[src/sv/escf_pkg.sv]
`timescale 1ns / 1ps
`default_nettype none
// ----------------------------------------------------------------------------
// escf_pkg: shared types and constants of the escaped crc32 packet framer
// Payload structs of both channels, the job word that runs from front to
// back, the back sequencer phases and the crc32 byte step.
// ----------------------------------------------------------------------------
package escf_pkg;

   // line codes
   localparam logic [7:0] START_BYTE = 8'hFF;
   localparam logic [7:0] ESC_BYTE   = 8'hFE;

   // reflected crc32
   localparam logic [31:0] CRC_POLY = 32'hEDB88320;
   localparam logic [31:0] CRC_INIT = 32'hFFFFFFFF;

   // last index of the header bytes and of the crc bytes
   localparam logic [2:0] HDR_LAST = 3'd4;
   localparam logic [2:0] CRC_LAST = 3'd3;

   typedef struct packed {
      logic [15:0] packet_address;
      logic [7:0]  packet_flags;
      logic [15:0] payload_length;
      logic [7:0]  data_byte;
   } req_payload_type;

   typedef struct packed {
      logic [7:0] line_byte;
      logic       run_last;
      logic       packet_end;
   } rsp_payload_type;

   // one classified input beat, queued between front and back
   typedef struct packed {
      logic            first;
      logic            last;
      req_payload_type beat;
   } job_type;

   typedef enum logic [1:0] {
      PH_START,
      PH_HEADER,
      PH_PAYLOAD,
      PH_CRC
   } phase_type;

   // one byte through the crc register, lsb first
   function automatic logic [31:0] crc32_byte(input logic [31:0] crc,
                                              input logic [7:0]  b);
      logic [31:0] c;
      c = crc ^ {24'd0, b};
      for (int i = 0; i < 8; i++) begin
         if (c[0]) begin
            c = (c >> 1) ^ CRC_POLY;
         end else begin
            c = c >> 1;
         end
      end
      return c;
   endfunction

   // crc register after the start byte
   localparam logic [31:0] CRC_AFTER_START = crc32_byte(CRC_INIT, START_BYTE);

endpackage
`default_nettype wire

[src/sv/escf_front.sv]
`timescale 1ns / 1ps
`default_nettype none
// ----------------------------------------------------------------------------
// escf_front: input side of the framer
// Accepts input beats, tracks the bytes left in the packet and tags each beat
// as first and/or last of its packet before queueing it.
// ----------------------------------------------------------------------------
module escf_front (
   input  wire                      clock,
   input  wire                      reset,
   input  wire                      push,
   output logic                     full,
   input  escf_pkg::req_payload_type req_payload,
   input  wire                      queue_full,
   output logic                     queue_push,
   output escf_pkg::job_type        queue_data
);
   import escf_pkg::*;

   logic [15:0] bytes_left_ff, bytes_left_in;
   logic        accept;
   logic        is_start;
   logic        drop;
   logic [15:0] remaining;
   logic [15:0] next_left;

   // classify the beat
   always_comb begin
      accept    = push && !queue_full;
      is_start  = (bytes_left_ff == 16'd0);
      drop      = is_start && (req_payload.payload_length == 16'd0);
      remaining = is_start ? req_payload.payload_length : bytes_left_ff;
      next_left = remaining - 16'd1;
      queue_push = accept && !drop;
      queue_data.first = is_start;
      queue_data.last  = (next_left == 16'd0);
      queue_data.beat  = req_payload;
      bytes_left_in = (accept && !drop) ? next_left : bytes_left_ff;
   end

   assign full = queue_full;

   // packet byte counter
   always_ff @(posedge clock) begin
      if (reset) begin
         bytes_left_ff <= 16'd0;
      end else begin
         bytes_left_ff <= bytes_left_in;
      end
   end

endmodule
`default_nettype wire

[src/sv/escf_queue.sv]
`timescale 1ns / 1ps
`default_nettype none
// ----------------------------------------------------------------------------
// escf_queue: job queue between front and back
// Small circular buffer of classified beats; head is shown while not empty.
// ----------------------------------------------------------------------------
module escf_queue #(
   parameter int DEPTH = 4
) (
   input  wire                clock,
   input  wire                reset,
   input  wire                wr_en,
   input  escf_pkg::job_type  wr_data,
   output logic               is_full,
   input  wire                rd_en,
   output logic               is_empty,
   output escf_pkg::job_type  rd_data
);
   import escf_pkg::*;

   localparam int PTR_W = (DEPTH > 1) ? $clog2(DEPTH) : 1;
   localparam int CNT_W = $clog2(DEPTH + 1);
   localparam logic [PTR_W-1:0] PTR_LAST = PTR_W'(DEPTH - 1);
   localparam logic [CNT_W-1:0] CNT_FULL = CNT_W'(DEPTH);

   job_type          mem_ff [DEPTH];
   logic [PTR_W-1:0] wr_ptr_ff, wr_ptr_in;
   logic [PTR_W-1:0] rd_ptr_ff, rd_ptr_in;
   logic [CNT_W-1:0] count_ff, count_in;
   logic             do_wr;
   logic             do_rd;

   // pointer and fill update
   always_comb begin
      is_full  = (count_ff == CNT_FULL);
      is_empty = (count_ff == '0);
      do_wr    = wr_en && !is_full;
      do_rd    = rd_en && !is_empty;
      wr_ptr_in = wr_ptr_ff;
      rd_ptr_in = rd_ptr_ff;
      if (do_wr) begin
         wr_ptr_in = (wr_ptr_ff == PTR_LAST) ? '0 : wr_ptr_ff + PTR_W'(1);
      end
      if (do_rd) begin
         rd_ptr_in = (rd_ptr_ff == PTR_LAST) ? '0 : rd_ptr_ff + PTR_W'(1);
      end
      count_in = count_ff;
      if (do_wr && !do_rd) begin
         count_in = count_ff + CNT_W'(1);
      end else if (do_rd && !do_wr) begin
         count_in = count_ff - CNT_W'(1);
      end
      rd_data = mem_ff[rd_ptr_ff];
   end

   // control registers
   always_ff @(posedge clock) begin
      if (reset) begin
         wr_ptr_ff <= '0;
         rd_ptr_ff <= '0;
         count_ff  <= '0;
      end else begin
         wr_ptr_ff <= wr_ptr_in;
         rd_ptr_ff <= rd_ptr_in;
         count_ff  <= count_in;
      end
   end

   // storage
   always_ff @(posedge clock) begin
      if (do_wr) begin
         mem_ff[wr_ptr_ff] <= wr_data;
      end
   end

endmodule
`default_nettype wire

[src/sv/escf_back.sv]
`timescale 1ns / 1ps
`default_nettype none
// ----------------------------------------------------------------------------
// escf_back: line side of the framer
// Walks each queued job through start, header, payload and crc bytes, adds
// escape bytes, keeps the running crc and drives the output register.
// ----------------------------------------------------------------------------
module escf_back (
   input  wire                       clock,
   input  wire                       reset,
   input  wire                       job_empty,
   input  escf_pkg::job_type         job,
   output logic                      job_pop,
   output logic                      empty,
   input  wire                       pop,
   output escf_pkg::rsp_payload_type rsp_payload
);
   import escf_pkg::*;

   phase_type       phase_ff, phase_in;
   logic [2:0]      idx_ff, idx_in;
   logic            esc_done_ff, esc_done_in;
   logic            started_ff, started_in;
   logic [31:0]     crc_ff, crc_in;
   logic            out_valid_ff, out_valid_in;
   rsp_payload_type out_ff, out_in;

   phase_type       cur_phase;
   logic [2:0]      cur_idx;
   logic [7:0]      byte_val;
   logic [31:0]     crc_fin;
   logic [31:0]     crc_step;
   logic            need_esc;
   logic            emit_esc;
   logic            advance;
   logic            job_done;

   // current byte of the head job
   always_comb begin
      cur_phase = started_ff ? phase_ff : (job.first ? PH_START : PH_PAYLOAD);
      cur_idx   = started_ff ? idx_ff : 3'd0;
      crc_fin   = ~crc_ff;
      byte_val  = START_BYTE;
      unique case (cur_phase)
         PH_START: begin
            byte_val = START_BYTE;
         end
         PH_HEADER: begin
            unique case (cur_idx)
               3'd0:    byte_val = job.beat.packet_address[7:0];
               3'd1:    byte_val = job.beat.packet_address[15:8];
               3'd2:    byte_val = job.beat.packet_flags;
               3'd3:    byte_val = job.beat.payload_length[7:0];
               default: byte_val = job.beat.payload_length[15:8];
            endcase
         end
         PH_PAYLOAD: begin
            byte_val = job.beat.data_byte;
         end
         default: begin
            unique case (cur_idx[1:0])
               2'd0:    byte_val = crc_fin[7:0];
               2'd1:    byte_val = crc_fin[15:8];
               2'd2:    byte_val = crc_fin[23:16];
               default: byte_val = crc_fin[31:24];
            endcase
         end
      endcase
      need_esc = (cur_phase != PH_START)
                 && ((byte_val == ESC_BYTE) || (byte_val == START_BYTE));
      emit_esc = need_esc && !esc_done_ff;
      crc_step = crc32_byte(crc_ff, byte_val);
   end

   // sequencer next state and output beat
   always_comb begin
      advance     = !job_empty && (!out_valid_ff || pop);
      job_done    = 1'b0;
      phase_in    = phase_ff;
      idx_in      = idx_ff;
      esc_done_in = esc_done_ff;
      started_in  = started_ff;
      crc_in      = crc_ff;
      out_in.line_byte  = emit_esc ? ESC_BYTE : byte_val;
      out_in.run_last   = 1'b0;
      out_in.packet_end = 1'b0;
      if (emit_esc) begin
         esc_done_in = 1'b1;
         started_in  = 1'b1;
         phase_in    = cur_phase;
         idx_in      = cur_idx;
      end else begin
         esc_done_in = 1'b0;
         started_in  = 1'b1;
         unique case (cur_phase)
            PH_START: begin
               crc_in   = CRC_AFTER_START;
               phase_in = PH_HEADER;
               idx_in   = 3'd0;
            end
            PH_HEADER: begin
               crc_in = crc_step;
               if (cur_idx == HDR_LAST) begin
                  phase_in = PH_PAYLOAD;
                  idx_in   = 3'd0;
               end else begin
                  phase_in = PH_HEADER;
                  idx_in   = cur_idx + 3'd1;
               end
            end
            PH_PAYLOAD: begin
               crc_in = crc_step;
               if (job.last) begin
                  phase_in = PH_CRC;
                  idx_in   = 3'd0;
               end else begin
                  job_done        = 1'b1;
                  out_in.run_last = 1'b1;
               end
            end
            default: begin
               if (cur_idx == CRC_LAST) begin
                  crc_in            = CRC_INIT;
                  job_done          = 1'b1;
                  out_in.run_last   = 1'b1;
                  out_in.packet_end = 1'b1;
               end else begin
                  phase_in = PH_CRC;
                  idx_in   = cur_idx + 3'd1;
               end
            end
         endcase
         if (job_done) begin
            started_in = 1'b0;
         end
      end
      job_pop = advance && job_done;
      if (advance) begin
         out_valid_in = 1'b1;
      end else if (pop) begin
         out_valid_in = 1'b0;
      end else begin
         out_valid_in = out_valid_ff;
      end
   end

   // sequencer control registers
   always_ff @(posedge clock) begin
      if (reset) begin
         phase_ff     <= PH_START;
         idx_ff       <= 3'd0;
         esc_done_ff  <= 1'b0;
         started_ff   <= 1'b0;
         crc_ff       <= CRC_INIT;
         out_valid_ff <= 1'b0;
      end else begin
         out_valid_ff <= out_valid_in;
         if (advance) begin
            phase_ff    <= phase_in;
            idx_ff      <= idx_in;
            esc_done_ff <= esc_done_in;
            started_ff  <= started_in;
            crc_ff      <= crc_in;
         end
      end
   end

   // output beat register
   always_ff @(posedge clock) begin
      if (advance) begin
         out_ff <= out_in;
      end
   end

   assign empty       = !out_valid_ff;
   assign rsp_payload = out_ff;

endmodule
`default_nettype wire

[src/sv/escaped_crc32_packet_framer_unit.sv]
// Escaped crc32 packet framer.
// Input channel: push / full with req_payload (address, flags, length, data
// byte). A beat is taken when push is high and full is low. The first beat of
// a packet supplies address, flags and length; a first beat with length zero
// is dropped and produces nothing.
// Result channel: empty / pop with rsp_payload, one line byte per beat.
// run_last marks the last line byte caused by an input beat, packet_end the
// final crc byte of a frame.
// Throughput: one line byte per cycle while jobs wait and the receiver pops. A
// payload beat gives one line byte, two with an escape; the first beat adds 6 to
// 11 bytes of start and header, the last beat 4 to 8 crc bytes, up to 21 bytes for one beat.
// The rate is set by the single-byte back sequencer.
// With the line side idle, a taken beat is first written into the queue, then
// its first line byte is loaded into the output register, where it can be popped.
// A queue of QUEUE_DEPTH beats sits between front and back; full rises when
// it fills, so input keeps flowing while the receiver stalls briefly.
// Reset (synchronous) empties the queue and the output register, clears the
// packet byte counter and sets the crc register to all ones.
`timescale 1ns / 1ps
`default_nettype none
// ----------------------------------------------------------------------------
// escaped_crc32_packet_framer_unit: top level of the framer
// Front classifies input beats, queue decouples, back emits escaped line
// bytes with header and crc32.
// ----------------------------------------------------------------------------
module escaped_crc32_packet_framer_unit #(
   parameter int QUEUE_DEPTH = 4
) (
   input  wire                       clock,
   input  wire                       reset,
   input  wire                       push,
   output logic                      full,
   input  escf_pkg::req_payload_type req_payload,
   output logic                      empty,
   input  wire                       pop,
   output escf_pkg::rsp_payload_type rsp_payload
);
   import escf_pkg::*;

   logic    queue_full;
   logic    queue_push;
   logic    queue_empty;
   logic    queue_pop;
   job_type queue_wr;
   job_type queue_head;

   // input side
   escf_front u_front (
      .clock       (clock),
      .reset       (reset),
      .push        (push),
      .full        (full),
      .req_payload (req_payload),
      .queue_full  (queue_full),
      .queue_push  (queue_push),
      .queue_data  (queue_wr)
   );

   // job queue
   escf_queue #(
      .DEPTH (QUEUE_DEPTH)
   ) u_queue (
      .clock    (clock),
      .reset    (reset),
      .wr_en    (queue_push),
      .wr_data  (queue_wr),
      .is_full  (queue_full),
      .rd_en    (queue_pop),
      .is_empty (queue_empty),
      .rd_data  (queue_head)
   );

   // line side
   escf_back u_back (
      .clock       (clock),
      .reset       (reset),
      .job_empty   (queue_empty),
      .job         (queue_head),
      .job_pop     (queue_pop),
      .empty       (empty),
      .pop         (pop),
      .rsp_payload (rsp_payload)
   );

endmodule
`default_nettype wire

[config.mk]
export PLATFORM = sky130hd
export DESIGN_NAME = escaped_crc32_packet_framer_unit
export DESIGN_NICKNAME = d
export VERILOG_FILES = /design/src/sv/escf_pkg.sv /design/src/sv/escf_front.sv /design/src/sv/escf_queue.sv /design/src/sv/escf_back.sv /design/src/sv/escaped_crc32_packet_framer_unit.sv
export SDC_FILE = /design/constraint.sdc
export NUM_CORES = 1
export LEC_CHECK = 0
export BUFFER_PORTS_ARGS = -buffer_cell sky130_fd_sc_hd__buf_2
export CAP_MARGIN = 20
export CORE_ASPECT_RATIO = 0.6
export CORE_MARGIN = 2
export CORE_UTILIZATION = 35
export CTS_BUF_LIST = sky130_fd_sc_hd__clkbuf_2
export DETAILED_ROUTE_END_ITERATION = 8
export SLEW_MARGIN = 25
export SYNTH_ARGS = -nofsm -noshare
export SYNTH_HDL_FRONTEND = slang
export SYNTH_SLANG_ARGS = --single-unit
[constraint.sdc]
create_clock -name clock -period 7.3 [get_ports clock]
set_input_delay 0.365 -clock clock [delete_from_list [all_inputs] [get_ports clock]]
set_output_delay 0.365 -clock clock [all_outputs]
set_load 0.01 [all_outputs]
# After elaboration in Yosys (flattened, before gate mapping)
# Memory sizes are Yosys's and may differ from the RTL's. A register that Yosys moved wholly into a read port is not among the register bits.
# Cells that the tools add are included.
# op_classes
add_sub_neg	6
eq_ne	15
muxes	47
n_bitwise	11
reduce_logical	36
# op_table
cell	count
$mux W32	9
$not A13 Y14	8
$pmux W32 S2	1
$logic_not A16 Y1	3
$pmux W8 S3	2
$not A32 Y32	1
$pmux W8 S4	1
$xor A32 B8 Y32	1
$mux W2	11
$mux W3	7
$eq A8 B8 Y1 const B	2
$mux W16	1
$sub A16 B1 Y16 const B	1
$logic_and A1 B1 Y1	11
$mux W1	11
$pmux W3 S3	1
$eq A2 B2 Y1 const B	4
$logic_not A1 Y1	7
$add A3 B1 Y3 const B	2
$eq A3 B2 Y1 const B	2
$eq A3 B3 Y1 const B	2
$logic_not A3 Y1	2
$pmux W2 S3	1
$reduce_and A3 Y1	2
14 further kinds	22
# word_totals
reg_bits	73
ramBits	200
out_inout_bits	12
wordCells	129
mem_count	1
# memory_table
name	depth	width	rd	rd_ports_with_merged_regs	write_ports	line	source
u_queue.mem_ff	4	50	1	1	1	escf_queue.sv:26	job_type mem_ff [DEPTH];

# Logic depth before layout (Yosys ltp)
# logic_depth
word_depth	22
mapped_depth	23

# Modules after synthesis
# A second synthesis with hierarchy kept.
# unflattened
cells_unflattened	954
hier_area_um2	13261.5
# modules_own_cells
module	n_inst	cells_each	area_each_um2	seq_area_each_um2
escf_queue	1	312	7697.4	6185.9
escf_back	1	404	3748.6	1101.1
escf_front	1	238	1815.5	320.3

# Worst setup path before layout
# No wires, ideal clock.
# synth_timing
kind	register to register
start	register with a tool-made name
end	register u_queue.count_ff[2]
setup_ps	71
arrival_ps	4653
setup_slack_ps	2577
path_stages_with_launch	21
period_less_slack_ps	4723
path_cell_list	dfxtp_1 -> buf_6 -> buf_6 -> buf_2 -> mux4_2 -> a21oi_1 -> ha_1 -> nand2_1 -> o22a_1 -> a32oi_1 -> o21ai_2 -> nor3_1 -> nand4_1 -> or2_2 -> nand3_1 -> ha_1 -> inv_1 -> fa_1 -> xor2_1 -> or3_1 -> a21oi_1
# synth_rtl
element	line	source
to (signal assigned)	escf_queue.sv:65	count_ff <= count_in;
to (decl)	escf_queue.sv:29	logic [CNT_W-1:0] count_ff, count_in;

==> results.py <==
metrics = {
    "grt": {
        "grt_usage_pct": 17.9,
        "grt_pass1_wl_mm": 51.6,
        "overflow": 0,
        "grt_pass1_vias": 8373,
        "grt_max_degree": 57,
        "antenna_found_initial": 1,
    },
    "sta": {
        "setup_viol": 0,
        "finalClockSkew_ns": 0.0863,
        "max_slew.worst_pin.slew_ns": 1.04,
        "setup_slack_ns": 2.04,
        "fin_hold_ws_ns": 0.236,
        "drv_slew": 0,
        "setup_tns_ns": 0,
        "fmax_mhz": 190,
        "hold_viol": 0,
        "rsz0062_at_grt": "false",
        "relSlewSlack_pct": 30.5,
        "finalWorstPathRequiredPeriod_ns": 5.26,
        "fin_crit_sh_pct": 72.1,
    },
    "placed_design": {
        "gp_congestion": 0.858,
        "placed_area_um2": 13600,
        "place.port_buffers": 63,
        "placed_cells": 1473,
        "dpl_worst_slack_ns": 2.17,
        "dp_hpwl_mm": 23.2,
    },
    "cts": {
        "cts-root-buf": "clkbuf_2",
        "cts_max_path_buffers": 3,
        "clkTransAtPathRegs_ns": 0.12,
        "cts_buffers": 66,
        "post_cts_resized": 0,
        "insertion_delay_ns": 0.92,
        "htree_levels": 3,
        "numClockSinks": 275,
        "cts_tree": "yes",
    },
    "critical_path": {
        "start_kind": "flip-flop",
        "cp.arrival_ns": 6.05,
        "end_kind": "flip-flop",
        "cp.required_ns": 8.09,
        "path_max_fanout": 15,
        "critPathKind": "reg2reg",
    },
    "pwr": {
        "switching_share_pct": 43.7,
        "p_comb_share_pct": 59.0,
        "p_sw_mw": 3.33,
        "power_density_nw_per_um2": 521,
        "clkPwrFrac_pct": 13.0,
        "p_leak_nw": 5.22,
        "intPower_mw": 4.30,
        "seqPwrFrac_pct": 28.0,
        "vdd.ir_drop.worst_mv": 0.387,
        "power_mw": 7.63,
    },
    "synth": {
        "synth_cell_types": 76,
        "synth-edff-count": 210,
        "synth_area_per_cell_um2": 13.2,
        "syn_nets": 1041,
        "netlist_area_um2": 12800,
        "ys_seq_area_share_pct": 59.2,
        "ys.flop_type": "edfxtp_1",
        "async_flop_share_pct": 0,
        "syn_inst": 970,
        "yosys_warnings": 0,
        "ys_ff_latch": 275,
    },
    "floorplan": {
        "row_count": 54,
        "fp.dieW_um": 251,
        "core_um2": 36300,
        "initial_core_util_pct": 35.4,
        "die_y_um": 152,
        "dieArea_um2": 38300,
        "num_io_pins": 64,
    },
    "run_status": {
        "outcome": "completed",
    },
    "routing": {
        "drc": 0,
        "vias": 8677,
        "postRouteAntennaNets": 0,
        "dr.first_iter.drc_count": 1011,
        "wire_per_inst_um": 20.7,
        "viasPerCell": 5.28,
        "dr.pass1.iters": 6,
        "routed_wl_mm": 34.0,
    },
    "cells_and_area": {
        "final_cell_area_um2": 14700,
        "stdcell_count": 1644,
        "num-nets-final": 1187,
        "fin_util_pct": 40.4,
        "layout-drive-gt1-share_pct": 23.0,
        "area_delta_synth_final_pct": 14.1,
    },
    "min_path": {
        "hold_class": "in2reg",
    },
    "job": {
        "cap_violations": 0,
    },
}
-- final cells by class --
cell class / count / area, µm²
Antenna cell: 1 / 2.50
Clock buffer: 106 / 531
Clock inverter: 13 / 52.6
Fill cell: 3471 / 21600
Inverter: 32 / 120
Multi-Input combinational cell: 619 / 4860
Sequential cell: 275 / 7610
Tap cell: 476 / 596
Timing Repair Buffer: 122 / 886
-- cell families after synthesis --
group / Yosys count / share of synthesized area (%)
mux: 98 / 10.2
flops: 275 / 59.2
simple gates: 229 / 8.59
fa+ha+maj: 19 / 1.91
buf+inv: 76 / 3.04
xor+xnor: 79 / 6.41
compound gates: 194 / 10.6
-- final timing paths --
| kind | startpoint | end | slack (ns) | cells after the start |
|---|---|---|---|---|
| min reg2reg | u_back.out_valid_ff | u_back.out_valid_ff | 0.49 | 2 |
| min | req_payload[31] | u_queue.mem_ff[3][31] | 0.24 | 2 |
| max | u_queue.mem_ff[3][49] | u_queue.count_ff[2] | 2.04 | 16 |
| max reg2reg | u_queue.mem_ff[3][49] | u_queue.count_ff[2] | 2.04 | 16 |
-- cells in the mapped netlist, types with 6 or more instances --
cell / number / area (µm²)
dfxtp_1: 65 / 1300
clkbuf_1: 24 / 90.1
nand3_1: 16 / 80.1
a31oi_1: 9 / 56.3
o22ai_1: 6 / 37.5
edfxtp_1: 210 / 6310
xor2_1: 15 / 131
o211ai_1: 7 / 52.6
a22oi_1: 11 / 82.6
or3_1: 7 / 43.8
nor4_1: 6 / 37.5
and2_1: 9 / 56.3
xnor2_1: 51 / 447
buf_2: 7 / 35.0
buf_6: 7 / 78.8
ha_1: 18 / 225
inv_1: 32 / 120
o21ai_0: 32 / 160
mux2_2: 36 / 405
a211oi_1: 10 / 75.1
nor3_1: 12 / 60.1
nor2_1: 62 / 233
nor2b_1: 23 / 144
a21oi_1: 42 / 210
mux4_2: 22 / 495
mux2i_1: 36 / 360
nand2b_1: 8 / 50.1
o22a_1: 11 / 96.3
o221ai_1: 11 / 96.3
and3_1: 6 / 37.5
nand2_1: 64 / 240
-- state kept, by name, indices dropped and copies added, names as in the netlist, 2 cells and up, named ones only --
| signal | cells |
|---|---|
| u_queue.count_ff | 3 |
| u_queue.mem_ff | 200 |
| u_queue.rd_ptr_ff | 2 |
| u_back.idx_ff | 3 |
| u_back.rsp_payload | 10 |
| u_back.phase_ff | 2 |
| u_back.crc_ff | 32 |
| u_queue.wr_ptr_ff | 2 |
| u_front.bytes_left_ff | 16 |
-- power groups by stage --
stage,registers [mW],logic [mW],clock network [mW]
finish,2.14,4.50,0.994
detailed placement,2.17,4.39,0
global placement,2.17,4.37,0
CTS,2.13,4.44,1.04
global route,2.16,4.90,1.12
floorplan,2.12,3.49,0
-- repair_timing --
action,CTS,global route
hold buffers,51,0
setup buffers,0,0
endpoints found under the hold margin,215,0
-- worst max-delay path, cell delays in order, from the launching register on --
cell and delay [ns]:
edfxtp_1 0.37, mux4_2 0.47, a21oi_1 0.32, ha_1 0.54
nor2_1 0.39, a32oi_1 0.31, o21ai_2 0.12, nor3_1 0.35
nand4_1 0.22, or2_2 0.46, nand3_1 0.26, ha_1 0.24
inv_1 0.07, fa_1 0.43, xor2_1 0.16, or3_1 0.30
a21oi_1 0.14
-- metal layers --
metal	GRT usage (%)	share of wire, %	routed length [µm]
met3	5.79	9.7	3290
met1	28.5	50	16900
met5	0	0	0
met4	4.62	1.3	459
met2	22.7	39	13300
-- cells in the final DEF (no fill, tap or decap), types with 16 or more instances in the layout --
cell type / netlist / routed
nand2_1: 64 / 64
nor2_1: 62 / 62
mux2_2: 36 / 36
buf_2: 7 / 63
dfxtp_1: 65 / 63
mux4_2: 22 / 22
clkbuf_2: 0 / 106
nor2b_1: 23 / 23
xnor2_1: 51 / 51
mux2i_1: 36 / 36
nand3_1: 16 / 16
edfxtp_1: 210 / 210
inv_1: 32 / 31
o21ai_0: 32 / 32
a21oi_1: 42 / 42
dlygate4sd3_1: 0 / 51
ha_1: 18 / 18
Power figures use the tool's default switching activity.
